**src/rtl/pal_pkg.sv**
```systemverilog
// Package for the positional array list: sizes, codes and shared types.
// No dependencies; used by the cell, read-out tree and top-level modules of the block.
`timescale 1ns / 1ps

package pal_pkg;

    // Store geometry.
    localparam int DEPTH      = 64;
    localparam int DATA_WIDTH = 32;
    localparam int IDX_W      = $clog2(DEPTH);
    localparam int CNT_W      = $clog2(DEPTH + 1);

    // Field widths of the transactions.
    localparam int CMD_W = 2;
    localparam int POS_W = 7;
    localparam int VAL_W = 32;
    localparam int LEN_W = 7;

    // Width used when comparing a position against the count.
    localparam int CMP_W = ((CNT_W > POS_W) ? CNT_W : POS_W) + 1;

    // Stream payload widths, rounded up to whole bytes.
    localparam int IN_BITS  = CMD_W + POS_W + VAL_W;
    localparam int OUT_BITS = 1 + VAL_W + LEN_W;
    localparam int IN_W     = ((IN_BITS + 7) / 8) * 8;
    localparam int OUT_W    = ((OUT_BITS + 7) / 8) * 8;

    // Read-out tree: cells are ORed in groups of this size.
    localparam int GROUP   = 8;
    localparam int NGROUPS = (DEPTH + GROUP - 1) / GROUP;

    // Request codes.
    localparam logic [CMD_W-1:0] CMD_READ   = 2'd0;
    localparam logic [CMD_W-1:0] CMD_INSERT = 2'd1;
    localparam logic [CMD_W-1:0] CMD_DELETE = 2'd2;

    // Sequencer states.
    typedef enum logic [3:0] {
        ST_IDLE   = 4'b0001,
        ST_SHIFT  = 4'b0010,
        ST_REDUCE = 4'b0100,
        ST_FINISH = 4'b1000
    } state_t;

    // Operation broadcast to every cell of the row.
    typedef struct packed {
        logic                  rd;
        logic                  ins;
        logic                  del;
        logic [IDX_W-1:0]      slot;
        logic [DATA_WIDTH-1:0] value;
    } cell_ctrl_t;

endpackage

```
**src/rtl/pal_cell.sv**
```systemverilog
// One storage cell of the list row: holds one entry and trades it with neighbours.
// Depends on pal_pkg.
`timescale 1ns / 1ps

module pal_cell (
    input  logic                           aclk,
    input  logic                           en,
    input  pal_pkg::cell_ctrl_t            ctrl,
    input  logic [pal_pkg::IDX_W-1:0]      my_index,
    input  logic [pal_pkg::DATA_WIDTH-1:0] left_value,
    input  logic [pal_pkg::DATA_WIDTH-1:0] right_value,
    output logic [pal_pkg::DATA_WIDTH-1:0] value,
    output logic [pal_pkg::DATA_WIDTH-1:0] tap
);

    logic [pal_pkg::DATA_WIDTH-1:0] value_reg;
    logic [pal_pkg::DATA_WIDTH-1:0] value_next;
    logic [pal_pkg::DATA_WIDTH-1:0] tap_reg;
    logic [pal_pkg::DATA_WIDTH-1:0] tap_next;
    logic                           hit;
    logic                           above;

    assign hit   = (my_index == ctrl.slot);
    assign above = (my_index > ctrl.slot);

    // An insert moves entries up from the slot, a delete pulls them down.
    always_comb begin
        value_next = value_reg;
        if (ctrl.ins && hit) begin
            value_next = ctrl.value;
        end else if (ctrl.ins && above) begin
            value_next = left_value;
        end else if (ctrl.del && (hit || above)) begin
            value_next = right_value;
        end
    end

    // The addressed cell presents its old entry to the read-out tree.
    assign tap_next = (hit && (ctrl.rd || ctrl.del)) ? value_reg : '0;

    always_ff @(posedge aclk) begin
        if (en) begin
            value_reg <= value_next;
            tap_reg   <= tap_next;
        end
    end

    assign value = value_reg;
    assign tap   = tap_reg;

endmodule

```
**config.mk**
```make
export PLATFORM = sky130hd
export DESIGN_NAME = pal_cell
export DESIGN_NICKNAME = d
export VERILOG_FILES = /design/src/rtl/pal_pkg.sv /design/src/rtl/pal_cell.sv
export SDC_FILE = /design/constraint.sdc
export NUM_CORES = 1
export LEC_CHECK = 0
export BUFFER_PORTS_ARGS = -buffer_cell sky130_fd_sc_hd__buf_2
export CAP_MARGIN = 20
export CELL_PAD_IN_SITES_DETAIL_PLACEMENT = 1
export CELL_PAD_IN_SITES_GLOBAL_PLACEMENT = 2
export CORE_ASPECT_RATIO = 1.4
export CORE_UTILIZATION = 29
export DETAILED_ROUTE_END_ITERATION = 10
export PLACE_DENSITY = 0.95
export SLEW_MARGIN = 10
export SYNTH_ARGS = -nofsm -noshare
export SYNTH_HDL_FRONTEND = slang
export SYNTH_SLANG_ARGS = --single-unit
```
**constraint.sdc**
```tcl
create_clock -name aclk -period 6.5 [get_ports aclk]
set_input_delay 1.3 -clock aclk [delete_from_list [all_inputs] [get_ports aclk]]
set_output_delay 1.3 -clock aclk [all_outputs]
set_load 0.005 [all_outputs]
```
Word-level counts from Yosys, hierarchy flattened
Index checks and enable logic that the tools add are counted.

storage, ports and cells
  register bits = 64
  output and inout port bits = 64

operators by class
  magnitude comparators = 1
  equal/unequal tests = 1
  muxes and demuxes = 3
  reduce and logical (&&, ||, !) cells = 8

operator list
  kind               number
  $mux 32            3
  $eq 6x6->1         1
  $gt 6x6->1         1
  $logic_and 1x1->1  4
  $reduce_bool 3->1  1
  $logic_or 1x1->1   2
  $reduce_and 2->1   1

Longest topological paths before layout
Gate-level depths: netlist (run 1).

  word-level depth = 6
  depth in mapped cells = 7

Least setup slack after synthesis (run 1)
No wires, ideal clock.

  path kind = input -> register
  start = input port ctrl[37] (netlist name)
  end = register value_reg, in the netlist value[0] (enable)
  library setup time = 0.432 ns
  data arrival time = 3.673 ns
  required time = 6.068 ns
  path slack = 2.395 ns
  stages on the path = 6
  path buffers = 0
  path through = inv_1 ha_1 and4_4 o21a_4 nor3_1 a21oi_1

on the way
  cells in the longest elaborated chain, start to end = 5
  elaborated cells on any way between the ends = 8
  those cells by class = 1 x order compare; 1 x eq/ne; 6 x reduce/logical

RTL lines
  what                                             RTL line                        source
  from (decl)                                      pal_cell.sv:8                   input pal_pkg::cell_ctrl_t ctrl,
  $gt 6x6->1 / $eq 6x6->1 (equally long branches)  pal_cell.sv:24, pal_cell.sv:23
  $logic_or 1x1->1                                 pal_cell.sv:33                  end else if (ctrl.del && (hit || above)) begin
  $logic_and 1x1->1                                pal_cell.sv:33
  $reduce_bool 3->1 (no line) (*)                  --
  $reduce_and 2->1 (no line) (*)                   --
  to (signal assigned)                             pal_cell.sv:43                  value_reg <= value_next;
  to (decl)                                        pal_cell.sv:16                  logic [pal_pkg::DATA_WIDTH-1:0] value_reg;

Every way passes the cells marked *; elsewhere a longest branch is shown, timed or not.
A chain may end at the register's enable or synchronous reset.

Worst setup path after layout (run 1)
  start = input port ctrl[37] (netlist name)
  end = register value_reg, in the netlist value[11] (data pin)

on the way
  cells in the longest elaborated chain, start to end = 4
  elaborated cells on any way between the ends = 6
  those cells by class = 1 x order compare; 1 x eq/ne; 2 x mux; 2 x reduce/logical

RTL lines
  what                      RTL line        source
  $gt 6x6->1                pal_cell.sv:24  assign above = (my_index > ctrl.slot);
  $logic_and 1x1->1         pal_cell.sv:31  end else if (ctrl.ins && above) begin
  $mux 32                   pal_cell.sv:31
  $mux 32 (*)               pal_cell.sv:29  if (ctrl.ins && hit) begin
  net value_next (one bit)  pal_cell.sv:17  logic [pal_pkg::DATA_WIDTH-1:0] value_next;

The timed path passes the listed nets; every way through them passes the cells marked *.

==> flow_summary.ini, run 1 <==
[outcome]
result_of_the_run = finished clean

[min_path]
holdCritPathClass = reg -> reg
worstHoldPathCells = 1

[placed_design]
io_buffer_count = 176
gp_congestion = 0.745
detailed_place_hpwl_mm = 7.01
place_worst_setup_slack_ns = 2.91

[layout]
filler_cells_inserted = 1252
layout.area.seq_mm2 = 0.00192
multiInputGateArea_mm2 = 0.00103
mostFrequentLayoutCells = 176 x buf_2, 70 x inv_1, 64 x edfxtp_1
layout-drive-gt1-share = 0.516
area.growth.synth_to_final_pct = 41.2
num-nets-final = 564
antenna_cells = 0
mostFrequentLayoutCell = buf_2

[die]
start_util = 0.301
dieHeight_um = 128
top_level_ports = 177
core_area_mm2 = 0.0109
die-width_um = 92.0
placementRows = 45
die_area_mm2 = 0.0118

[synth]
syn-cell-area_mm2 = 0.00329
synthCells = 265
post_synth.cell_area_avg_um2 = 12.4
synthesis.nets = 384
yosysUniqueCellTypes = 22
yosys_reg_bits = 64
synthesis.yosys.warnings = 0
synth_sequential_area_ratio = 0.584

[grt]
grt_pass1_vias = 2778
grt_pass1_wl_mm = 13.8
grt_antenna_before_repair = 0
gr-total-overflow = 0
grt_start_max_net_pins = 34
global_route.usage.total = 0.157

[sta]
timing.hold.ws_ns = 0.553
setup_ws_ns = 3.26
worstMarginPinSlew_ns = 0.753
rsz0062_at_grt = false
final_clock_period_utilization_by_the_worst_path = 0.498
hold_viol = 0
tns_ns = 0
finalClockSkew_ns = 0.00298
fin_crit_ns = 3.24
total_of_endpoints_with_negative_setup_slack_in_the_final_report = 0
max_clock_freq_mhz = 309
final_max_slew_viol_count = 0
normalized_max_slew_margin = 0.498

[setup_path]
worst-setup-path-type = in -> reg
worstPathCellList = buf_2, inv_1, ha_1, and4_4, nand4_1, buf_4, nor2_1, a221oi_2
reg2reg_depth = 1
critPathRequiredTime_ns = 6.55
crit_fanout = 18
cp_data_arrival_time_ns = 3.28
worst_setup_slack_for_register_to_register_paths_ns = 5.65
worst_setup_path_start_kind = input pin
cp_slowest_cell = nand4_1
critical_path.max_stage_delay_ns = 0.59
cp-end-kind = flop

[clock_tree]
max-clock-path-buffers = 2
numCtsBuffers = 9
post-cts-setup-buffers = 0
numClockSinks = 64
clkSlewWorstSetupHoldPaths_ns = 0.05
post_cts_resized = 0
root_buffer = clkbuf_16
cts_tree = built
post_cts_hold_buffer_count = 0
ctsHtreeMaxLevel = 3
clock_insertion_delay_at_the_later_pin_of_the_skew_report_ns = 0.32

[job]
max_cap_violations = 0

[pwr]
internal_power_uw = 898
p_clk_frac = 0.429
power_frac_seq = 0.435
peakVddDrop_v = 0.000132
power.combinational.fraction = 0.137
power.leakage_uw = 0.00228
power.switching_fraction = 0.223
pwr_density_cell_mw_per_mm2 = 249
power_uw = 1160
net-switching-power_uw = 258

[routing]
drc = 0
routed_wirelength_mm = 8.90
antenna_violating_nets_post_route = 0
num_vias = 2604
route.detailed.wl_per_inst_um = 15.1
drt-initial-drc-count = 56
drt_pass1_iterations = 4
drt-vias-per-instance = 4.41
## through the flow
step | std cells | utilization | cell area (µm²)
2_1_floorplan | 265 | - | 3290
3_3_place_gp | 573 | 0.393 | 4300
3_5_place_dp | 573 | 0.393 | 4300
4_1_cts | 589 | 0.422 | 4610
5_1_grt | 591 | 0.426 | 4650
6_report | 591 | 0.426 | 4650
## kinds of logic after synthesis
group / Yosys count / share of synthesized area
buf+inv: 82 / 0.107
flops: 64 / 0.584
fa+ha+maj: 6 / 0.0228
simple gates: 74 / 0.118
compound gates: 39 / 0.168
## final timing paths
check | from | to
setup reg to reg | value[12] | tap[12]
hold reg to reg | value[23] | tap[23]
setup / recovery | ctrl[37] | value[11]
hold / removal | value[23] | tap[23]
## final cells by class
class                           count  area share
Tap cell                          141      0.0379
Timing Repair Buffer              181       0.203
Clock buffer                        9      0.0484
Multi-Input combinational cell    119       0.222
Sequential cell                    64       0.413
Clock inverter                      7      0.0186
Inverter                           70      0.0565
## routing by layer
metal,GRT usage,up-vias,part of all wire
met5,0,-,0
met4,0.0882,0,0.023
met3,0.0237,16,0.053
met2,0.295,109,0.55
met1,0.164,1206,0.37
li1,-,1273,-
## worst max-delay path: cells and delay by family
kind / cells / cell delay (ns)
buffers and inverters: 3 / 0.58
adders and majority gates: 1 / 0.30
and+or+nand+nor: 3 / 1.04
AOI/OAI and AO/OA: 1 / 0.05
## power groups by stage
stage / Clock, µW / Combinational (µW) / Sequential, µW
after floorplan: 0 / 76.6 / 511
after global placement: 0 / 153 / 510
after detailed placement: 0 / 157 / 512
after CTS: 507 / 158 / 503
after global routing: 523 / 175 / 506
final: 496 / 158 / 502
## cell usage after synthesis
master,n,share of area
a21o_1,1,0.0023
a21oi_1,2,0.0030
a221oi_1,2,0.0053
a221oi_2,30,0.14
and2_1,32,0.061
and3_4,1,0.0034
and4_4,1,0.0034
buf_6,6,0.021
clkbuf_1,6,0.0068
edfxtp_1,64,0.58
ha_1,6,0.023
inv_1,70,0.080
nand2_1,1,0.0011
nand3_1,1,0.0015
nand4_1,1,0.0019
nor2_1,35,0.040
nor2b_4,1,0.0042
nor3_1,1,0.0015
o21a_4,1,0.0046
o21ai_0,1,0.0015
o311a_4,1,0.0065
o41ai_4,1,0.0084
Power figures use the tool's default switching activity.
==> run 2: changes to the inputs <==
CORE_UTILIZATION = 24   (was 29)
PLACE_DENSITY = 0.86   (was 0.95)
clock period = 2.7 ns   (was 6.5 ns; I/O delays follow)
==> flow_summary.ini, run 2 (synthesis results as in run 1) <==
[outcome]
result_of_the_run = finished clean

[layout]
area.growth.synth_to_final_pct = 42.9
num-nets-final = 568
mostFrequentLayoutCell = buf_2
antenna_cells = 0
layout-drive-gt1-share = 0.522
filler_cells_inserted = 1584
final_core_util = 0.351
mostFrequentLayoutCells = 176 x buf_2, 70 x inv_1, 64 x edfxtp_1
stdcell_count = 636

[pwr]
internal_power_uw = 2160
power_uw = 2780
net-switching-power_uw = 623
peakVddDrop_v = 0.000205
power.leakage_uw = 0.00230
power.combinational.fraction = 0.138
pwr_density_cell_mw_per_mm2 = 592
power_frac_seq = 0.432
power.switching_fraction = 0.224
p_clk_frac = 0.430

[sta]
tns_ns = 0
max_clock_freq_mhz = 453
timing.hold.ws_ns = 0.549
total_of_endpoints_with_negative_setup_slack_in_the_final_report = 0
hold_viol = 0
final_max_slew_viol_count = 0
fin_crit_ns = 2.21
normalized_max_slew_margin = 0.594
worstMarginPinSlew_ns = 0.609
rsz0062_at_grt = false
final_clock_period_utilization_by_the_worst_path = 0.817
finalClockSkew_ns = 0.00516

[routing]
routed_wirelength_mm = 9.19
met3WireLength_um = 462
num_vias = 2640
drt-initial-drc-count = 49
drt-vias-per-instance = 4.15
met1Wirelength_mm = 3.53
drt_pass1_iterations = 4
antenna_violating_nets_post_route = 0
met2WireLength_mm = 4.98
route.detailed.wl_per_inst_um = 14.5
drc = 0
topRoutingLayerUsed = met4

[setup_path]
critical_path.top_delay_family = compound AO/OA/AOI/OAI gates
worst-setup-path-type = in -> reg
critPathRequiredTime_ns = 2.73
worst_setup_path_start_kind = input pin
cp-end-kind = flop
cp_slowest_cell = o41ai_4
crit_fanout = 16
worstPathCellList = buf_2, inv_1, ha_1, and4_4, and3_4, o41ai_4, buf_4, a221oi_1
critPathBufInv = 3
critical_path.max_stage_delay_ns = 0.38
cp_data_arrival_time_ns = 2.24

[job]
max_cap_violations = 0

[grt]
grt_pass1_vias = 2853
global_route.usage.total = 0.133
grt_pass1_wl_mm = 14.2
gr-total-overflow = 0
grt_antenna_before_repair = 0
grt_start_max_net_pins = 33

[clock_tree]
clock_insertion_delay_at_the_later_pin_of_the_skew_report_ns = 0.32
cts_tree = built
max-clock-path-buffers = 2
numCtsBuffers = 9
ctsHtreeMaxLevel = 3
clkSlewWorstSetupHoldPaths_ns = 0.05
post_cts_resized = 0
root_buffer = clkbuf_16
post_cts_hold_buffer_count = 0
post-cts-setup-buffers = 0
numClockSinks = 64

[placed_design]
detailed_place_hpwl_mm = 7.46
io_buffer_count = 176
gp_congestion = 0.744
dp_cells = 620

[die]
die-width_um = 101
placementRows = 50
die_area_mm2 = 0.0142
start_util = 0.246
top_level_ports = 177
core_area_mm2 = 0.0134
dieHeight_um = 141

[min_path]
holdCritPathClass = reg -> reg
run 2: cell count changes in the layout (fill, tap and decap cells not counted):
cell,previous run,this run
buf_16,1,0
buf_4,3,9
buf_8,1,0
clkinv_1,3,2
clkinv_2,0,2
clkinv_4,0,1
clkinvlp_4,2,0
run 2: power by group through the flow:
stage                     clock (µW)  sequential [µW]  combinational (µW)
final                           1200             1200                 383
after global routing            1270             1210                 421
after CTS                       1230             1210                 390
after detailed placement           0             1230                 389
after global placement             0             1220                 377
after floorplan                    0             1230                 185
run 2: layer usage:
layer	up-vias	track usage
met5	-	0
met4	0	0.0564
met3	11	0.0312
met2	101	0.250
met1	1251	0.137
li1	1277	-
run 2: worst paths after layout:
| path | startpoint | end | slack, ns | cells after the start |
|---|---|---|---|---|
| worst max-delay path | ctrl[37] | value[31] | 0.49 | 8 |
| worst min-delay path | value[8] | tap[8] | 0.55 | 1 |
| worst max register to register | value[28] | tap[28] | 1.89 | 1 |
| worst min register to register | value[8] | tap[8] | 0.55 | 1 |
run 2: cell type report:
type                       count  area (µm²)  area share
sequential                    64        1920       0.409
multi-input combinational    119        1030       0.219
timing repair buffer         185         948       0.202
inverter                      70         263      0.0559
tap                          182         228      0.0484
clock buffer                   9         225      0.0479
clock inverter                 7        86.3      0.0184
run 2: through the flow:
step	setup WS, ns	instance area [µm²]
3_5_place_dp	0.146	4390
2_1_floorplan	0.0618	3300
3_3_place_gp	0.217	4390
5_1_grt	0.411	4700
4_1_cts	0.486	4700
6_report	0.493	4700
